[config.mk]
export PLATFORM = sky130hd
export DESIGN_NAME = hnm_ctrl
export DESIGN_NICKNAME = d
export VERILOG_FILES = /design/src/hnm_pkg.sv /design/src/hnm_ctrl.sv
export SDC_FILE = /design/constraint.sdc
export NUM_CORES = 1
export LEC_CHECK = 0
export ABC_AREA = 1
export BUFFER_PORTS_ARGS = -buffer_cell sky130_fd_sc_hd__buf_2
export CAP_MARGIN = 10
export CORE_AREA = 2 2 39 41
export CTS_CLUSTER_SIZE = 24
export DETAILED_ROUTE_END_ITERATION = 8
export DIE_AREA = 0 0 41 43
export GPL_TIMING_DRIVEN = 1
export PLACE_DENSITY = 0.72
export SLEW_MARGIN = 0
export SYNTH_ARGS = -nofsm -noshare
export SYNTH_HDL_FRONTEND = slang
export SYNTH_SLANG_ARGS = --single-unit
[constraint.sdc]
create_clock -name clk -period 1.3 [get_ports clk]
set_input_delay 0.065 -clock clk [delete_from_list [all_inputs] [get_ports clk]]
set_output_delay 0.065 -clock clk [all_outputs]
set_load 0.05 [all_outputs]
[src/hnm_pkg.sv]
// hnm_pkg: shared types and constants of the height field normal map block
// used by hnm_ctrl, hnm_dp and heightfield_normal_map_top; no dependencies
package hnm_pkg;

    localparam int LINE_LEN = 1024;
    localparam int COL_W    = $clog2(LINE_LEN);
    localparam int SX_W     = 11;
    localparam int SZ_W     = 16;
    localparam int CELL_W   = 16;
    localparam int H_W      = 16;
    localparam int Q_W      = 15;
    localparam int ADDR_W   = 4;
    localparam int DATA_W   = 32;

    typedef enum logic [1:0] {
        REG_SAMPLES_X   = 2'd0,
        REG_SAMPLES_Z   = 2'd1,
        REG_CELL_SIZE_X = 2'd2,
        REG_CELL_SIZE_Z = 2'd3
    } hnm_reg_t;

    typedef enum logic [1:0] {
        COMP_X = 2'd0,
        COMP_Y = 2'd1,
        COMP_Z = 2'd2
    } hnm_comp_t;

    typedef enum logic [4:0] {
        ST_IDLE,
        ST_READ,
        ST_EVAL,
        ST_MULX,
        ST_MULY,
        ST_MULZ,
        ST_NORM,
        ST_SQX,
        ST_SQY,
        ST_SQZ,
        ST_SUM,
        ST_DIV_INIT,
        ST_DIV,
        ST_SQRT_INIT,
        ST_SQRT,
        ST_STORE,
        ST_OUT
    } hnm_state_t;

    typedef enum logic [4:0] {
        OP_NONE,
        OP_READ,
        OP_COMMIT,
        OP_MULX,
        OP_MULY,
        OP_MULZ,
        OP_SHIFT,
        OP_SQX,
        OP_SQY,
        OP_SQZ,
        OP_SUM,
        OP_DIV_INIT,
        OP_DIV,
        OP_SQRT_INIT,
        OP_SQRT,
        OP_STORE,
        OP_LOAD
    } hnm_op_t;

    typedef struct packed {
        logic      take;
        hnm_op_t   op;
        hnm_comp_t comp;
    } hnm_cmd_t;

    typedef struct packed {
        logic emit;
        logic norm_ok;
        logic div_last;
        logic sqrt_last;
        logic out_free;
    } hnm_stat_t;

    typedef struct packed {
        logic [SX_W-1:0]   samples_x;
        logic [SZ_W-1:0]   samples_z;
        logic [CELL_W-1:0] cell_size_x;
        logic [CELL_W-1:0] cell_size_z;
    } hnm_cfg_t;

endpackage

[src/hnm_ctrl.sv]
// hnm_ctrl: sequencer of the normal map datapath, one item at a time
// depends on hnm_pkg
module hnm_ctrl (
    input  logic             clk,
    input  logic             rst_n,
    input  logic             in_valid,
    input  hnm_pkg::hnm_stat_t stat,
    output logic             in_stall,
    output hnm_pkg::hnm_cmd_t  cmd
);
    import hnm_pkg::*;

    hnm_state_t state_reg, state_next;
    hnm_comp_t  comp_reg, comp_next;

    always_ff @(posedge clk or negedge rst_n)
    begin
        if (!rst_n)
        begin
            state_reg <= ST_IDLE;
            comp_reg  <= COMP_X;
        end
        else
        begin
            state_reg <= state_next;
            comp_reg  <= comp_next;
        end
    end

    // next state
    always_comb
    begin
        state_next = state_reg;
        comp_next  = comp_reg;
        unique case (state_reg)
            ST_IDLE:      if (in_valid) state_next = ST_READ;
            ST_READ:      state_next = ST_EVAL;
            ST_EVAL:      state_next = stat.emit ? ST_MULX : ST_IDLE;
            ST_MULX:      state_next = ST_MULY;
            ST_MULY:      state_next = ST_MULZ;
            ST_MULZ:      state_next = ST_NORM;
            ST_NORM:      if (stat.norm_ok) state_next = ST_SQX;
            ST_SQX:       state_next = ST_SQY;
            ST_SQY:       state_next = ST_SQZ;
            ST_SQZ:       state_next = ST_SUM;
            ST_SUM:
            begin
                state_next = ST_DIV_INIT;
                comp_next  = COMP_X;
            end
            ST_DIV_INIT:  state_next = ST_DIV;
            ST_DIV:       if (stat.div_last) state_next = ST_SQRT_INIT;
            ST_SQRT_INIT: state_next = ST_SQRT;
            ST_SQRT:      if (stat.sqrt_last) state_next = ST_STORE;
            ST_STORE:
            begin
                unique case (comp_reg)
                    COMP_X:  comp_next = COMP_Y;
                    COMP_Y:  comp_next = COMP_Z;
                    default: comp_next = COMP_X;
                endcase
                state_next = (comp_reg == COMP_Z) ? ST_OUT : ST_DIV_INIT;
            end
            ST_OUT:       if (stat.out_free) state_next = ST_IDLE;
            default:      state_next = ST_IDLE;
        endcase
    end

    // outputs
    always_comb
    begin
        in_stall = (state_reg != ST_IDLE);
        cmd.take = (state_reg == ST_IDLE) && in_valid;
        cmd.comp = comp_reg;
        cmd.op   = OP_NONE;
        unique case (state_reg)
            ST_IDLE:      cmd.op = OP_NONE;
            ST_READ:      cmd.op = OP_READ;
            ST_EVAL:      cmd.op = OP_COMMIT;
            ST_MULX:      cmd.op = OP_MULX;
            ST_MULY:      cmd.op = OP_MULY;
            ST_MULZ:      cmd.op = OP_MULZ;
            ST_NORM:      cmd.op = stat.norm_ok ? OP_NONE : OP_SHIFT;
            ST_SQX:       cmd.op = OP_SQX;
            ST_SQY:       cmd.op = OP_SQY;
            ST_SQZ:       cmd.op = OP_SQZ;
            ST_SUM:       cmd.op = OP_SUM;
            ST_DIV_INIT:  cmd.op = OP_DIV_INIT;
            ST_DIV:       cmd.op = OP_DIV;
            ST_SQRT_INIT: cmd.op = OP_SQRT_INIT;
            ST_SQRT:      cmd.op = OP_SQRT;
            ST_STORE:     cmd.op = OP_STORE;
            ST_OUT:       cmd.op = stat.out_free ? OP_LOAD : OP_NONE;
            default:      cmd.op = OP_NONE;
        endcase
    end

    a_eval_no_emit: assert property (@(posedge clk) disable iff (!rst_n)
        (state_reg == ST_EVAL && !stat.emit) |=> (state_reg == ST_IDLE))
        else $error("item without a normal did not return to idle");

    a_out_wait: assert property (@(posedge clk) disable iff (!rst_n)
        (state_reg == ST_OUT && !stat.out_free) |=> (state_reg == ST_OUT))
        else $error("result dropped while output register busy");

    a_comp_range: assert property (@(posedge clk) disable iff (!rst_n)
        (state_reg == ST_STORE) |-> (comp_reg == COMP_X || comp_reg == COMP_Y
                                     || comp_reg == COMP_Z))
        else $error("component index out of range");

endmodule

=== Yosys cells after proc, flatten, opt, wreduce, memory -nomap -nowiden ===
Cells that the tools add are included.

* Multiplexer cells: 13
* Reduce and logical (&&, ||, !) cells: 6
* Equality and inequality tests: 23

{| class="wikitable"
|+ Operators with widths
! cell !! number
|-
| one-hot mux 5 bit (17 select lines) || 1
|-
| one-hot mux 5 bit (16 select lines) || 1
|-
| equality test 5 x 4 -> 1 bit (second input constant) || 8
|-
| 2-to-1 mux 5 bit || 7
|-
| equality test 5 x 3 -> 1 bit (second input constant) || 4
|-
| equality test 5 x 2 -> 1 bit (second input constant) || 2
|-
| != test 2 bit (second input constant) || 5
|-
| one-hot mux 2 bit (2 select lines) || 2
|-
| equality test 5 x 1 -> 1 bit (second input constant) || 1
|-
| equality test 5 bit (second input constant) || 1
|-
| zero test 5 bit || 1
|-
| AND reduction 5 bit || 1
|-
| nonzero test 5 bit || 1
|-
| 2-to-1 mux 3 bit || 1
|-
| equality test 2 x 1 -> 1 bit (second input constant) || 1
|-
| equality test 2 bit (second input constant) || 1
|-
| zero test 2 bit || 1
|-
| 2-to-1 mux 2 bit || 1
|-
| nonzero test 2 bit || 1
|-
| logical AND 1 bit || 1
|}

* Bits of input ports: 8
* Register bits: 7

=== Logic depth before layout (Yosys ltp) ===
* Word-level depth: 3
* Mapped depth: 8

=== Least setup slack after synthesis ===
Ideal clock, no wire load.

* Path kind: reg-to-output
* Start: reg state_reg[0]
* End: out cmd[6] in the netlist's numbering
* Slack: -0.898 ns
* Path buffers: 0
* Data arrival time: 2.133 ns
* Stages on the path, launching flop included: 4
* Data required time: 1.235 ns
* Cell sequence: dfrtp_1 -> inv_2 -> nand2_1 -> nor4_1

{| class="wikitable"
|+ RTL lines
! item !! line !! text
|-
| from (decl) || hnm_ctrl.sv:13 || <nowiki>hnm_state_t state_reg, state_next;</nowiki>
|-
| from (signal assigned) || hnm_ctrl.sv:25 || <nowiki>state_reg <= state_next;</nowiki>
|-
| to (decl) || hnm_ctrl.sv:9 || <nowiki>output hnm_pkg::hnm_cmd_t cmd</nowiki>
|}

==> flow_metrics.env <==
export IMPL_cp_depth=4
export IMPL_antennaDiodeCount=0
export IMPL_hpwl_microns=1146
export IMPL_total_leakage_power_nw=0.4718
export IMPL_worst_skew_pair_late_latency_ns=0.25
export IMPL_grt_overflow=0
export IMPL_seq_power_share=0.175
export IMPL_grt_pass1_wl_microns=2221
export IMPL_finalHoldViolations=0
export IMPL_cap_violations=0
export IMPL_syn_num_nets=97
export IMPL_synth_area_leaders="dfrtp_1 (31%), nand2_1 (13%), nor2_1 (13%), nand3_1 (8.8%), inv_1 (7.2%)"
export IMPL_drv_slew=0
export IMPL_power_frac_clock=0.077
export IMPL_ys_warn_count=0
export IMPL_drc_errors=0
export IMPL_rsz0062_at_grt="true"
export IMPL_final_cells=135
export IMPL_finalCriticalPeriod_ns=1.399
export IMPL_clock_fmax_mhz=714.6
export IMPL_synth_top_cell_area_share=0.3070
export IMPL_cts_sinks=7
export IMPL_rows=14
export IMPL_r2r_slack_ns=0.03
export IMPL_endpoint="cmd[4]"
export IMPL_largest_reg_flops=5
export IMPL_via_per_inst=5.111
export IMPL_r2r_end="state_reg[0]"
export IMPL_synth_flop_cell="dfrtp_1"
export IMPL_violations="setup timing"
export IMPL_area_growth_pct=67.54
export IMPL_synth_top_area_cell="dfrtp_1"
export IMPL_placedCellCount=126
export IMPL_synth_edff_count=0
export IMPL_crit_slowest_cell="dfrtp_2"
export IMPL_grt_pass1_vias=557
export IMPL_grt_max_degree=8
export IMPL_p_sw_mw=1.428
export IMPL_design_area_sq_um=955.9
export IMPL_period_share=1.077
export IMPL_arrival_ns=1.33
export IMPL_clock_root_buffer="clkbuf_4"
export IMPL_die_w_microns=41
export IMPL_path_cells="buf_4, o31ai_4, nand2_1, buf_6"
export IMPL_slew_headroom=0.8373
export IMPL_status="finished, violations left"
export IMPL_wire_per_inst_microns=11.56
export IMPL_crit_path_end_kind="output pin"
export IMPL_totalWireLength_microns=1561
export IMPL_r2r_cells=8
export IMPL_syn_area_per_cell_sq_um=6.411
export IMPL_fp_dieH_microns=43
export IMPL_portBuffers=16
export IMPL_firstDrtPassIters=4
export IMPL_holdWs_ns=0.1664
export IMPL_die_area_sq_um=1763
export IMPL_drive_above_1_share=0.5210
export IMPL_ys_seq_area_frac=0.3070
export IMPL_clockBufferDepth=2
export IMPL_critPathBufInv=2
export IMPL_setup_viol=4
export IMPL_drtIter0Drc=15
export IMPL_vias=690
export IMPL_initial_core_util=0.4123
export IMPL_cts_buffers=3
export IMPL_cpPeakStageDelay_ns=0.44
export IMPL_hold_class="in2async"
export IMPL_gp_congestion=0.8032
export IMPL_swShare=0.5578
export IMPL_required_ns=1.24
export IMPL_dpl_instance_area_sq_um=760.7
export IMPL_grt_usage=0.1878
export IMPL_fin_ws_ns=-0.09947
export IMPL_layout_nets=128
export IMPL_r2r_start="state_reg[4]"
export IMPL_p_int_mw=1.132
export IMPL_clkTransAtPathRegs_ns=0.05
export IMPL_io_pins=17
export IMPL_ys_ff_latch=7
export IMPL_peakVddDrop_mv=1.172
export IMPL_worst_pin_slew_ns=0.2457
export IMPL_fin_skew_ns=0.006934
export IMPL_tritoncts="built"
export IMPL_place_worst_setup_slack_ns=0.05066
export IMPL_ant_nets=0
export IMPL_path_delay_family="flip-flops"
export IMPL_power_mw=2.560
export IMPL_antenna_found_initial=0
export IMPL_synth_area_sq_um=570.5
export IMPL_post_synth_most_frequent_cells="nand2_1 (19), nor2_1 (19), inv_1 (11)"
export IMPL_cts_htree_levels=1
export IMPL_core_sq_um=1384
export IMPL_crit_fanout=4
export IMPL_power_density_nw_per_um2=2678
export IMPL_combPwrFrac=0.748
export IMPL_startpoint="state_reg[0]"
export IMPL_async_reset_ff_frac=1.000
export IMPL_crit_type="reg2out"
export IMPL_syn_inst=89
export IMPL_synth_cell_types=19
export IMPL_cp_start_kind="flop"
## cells by family after synthesis
group,count (synthesis),synth area share
buf+inv,15,0.1053
flops,7,0.3070
compound gates,7,0.07896
simple gates,60,0.5088
## layer usage
layer  wire (microns)  share of wire  track usage  vias to the layer above
li1                 -              -            -                      352
met1              645           0.41       0.2300                      318
met2              834           0.53       0.3063                       18
met3               67          0.043      0.03141                        2
met4               13         0.0083      0.08000                        0
met5                0              0            0                        -
## area by class of cell
class	instances	area, sq um
clock buffer	4	26.28
inverter	14	57.56
sequential	7	180.2
tap	16	20.02
fill	108	427.9
timing repair buffer	27	222.7
multi-input combinational	67	449.2
## layout by cell type, fill, tap and decap left out, types with 2 or more instances in the layout
master / netlist / routed
inv_1: 11 / 8
o21ai_0: 2 / 2
nand2_4: 1 / 2
clkbuf_4: 0 / 4
buf_6: 0 / 6
buf_2: 0 / 10
dfrtp_1: 7 / 3
nand3_1: 10 / 9
nand3_2: 2 / 2
nand2_1: 19 / 14
buf_4: 1 / 7
dfrtp_2: 0 / 4
nand4_1: 4 / 4
nor2_1: 19 / 12
inv_4: 0 / 2
nor2_2: 0 / 3
inv_2: 3 / 4
nor2_4: 2 / 6
nand2_2: 2 / 6
## worst reg2reg max path, cell delays in order, from the launching register on
cell and delay, ns:
dfrtp_2 0.45, buf_6 0.15, buf_4 0.14, nor2_4 0.16, nand3_1 0.09, nand2_1 0.06, inv_1 0.04, nand2_1 0.05
nor2_1 0.04
## worst min path at each step
stage | start | to | slack (ns)
2_1_floorplan | rst_n | comp_reg[0] | -0.23
4_1_cts | rst_n | comp_reg[1] | 0.17
3_5_place_dp | rst_n | comp_reg[0] | -0.09
3_3_place_gp | rst_n | comp_reg[0] | -0.1
5_1_grt | rst_n | comp_reg[0] | 0.19
6_report | rst_n | comp_reg[1] | 0.17
## what timing repair did
item                                    in CTS  in global routing
hold endpoints to repair                     7                  0
endpoints found under the setup margin       5                  8
pin swaps                                    0                  4
hold buffers                                 1                  0
setup buffers                                1                  3
resized for setup                           15                 25
## stage by stage
stage                     setup TNS (ns)    util
after global routing             -0.5837  0.6908
after CTS                        -0.3685  0.6184
final                            -0.2819  0.6908
after detailed placement               0  0.5497
after floorplan                 -0.07070       -
after global placement                 0  0.5497
## power by group through the flow
stage / clock network (mW) / registers, mW / logic (mW)
3_3_place_gp: 0 / 0.404 / 1.53
4_1_cts: 0.202 / 0.419 / 1.71
3_5_place_dp: 0 / 0.408 / 1.54
2_1_floorplan: 0 / 0.494 / 1.09
5_1_grt: 0.216 / 0.456 / 2.05
6_report: 0.197 / 0.448 / 1.91
(Power assumes the default switching activity.)
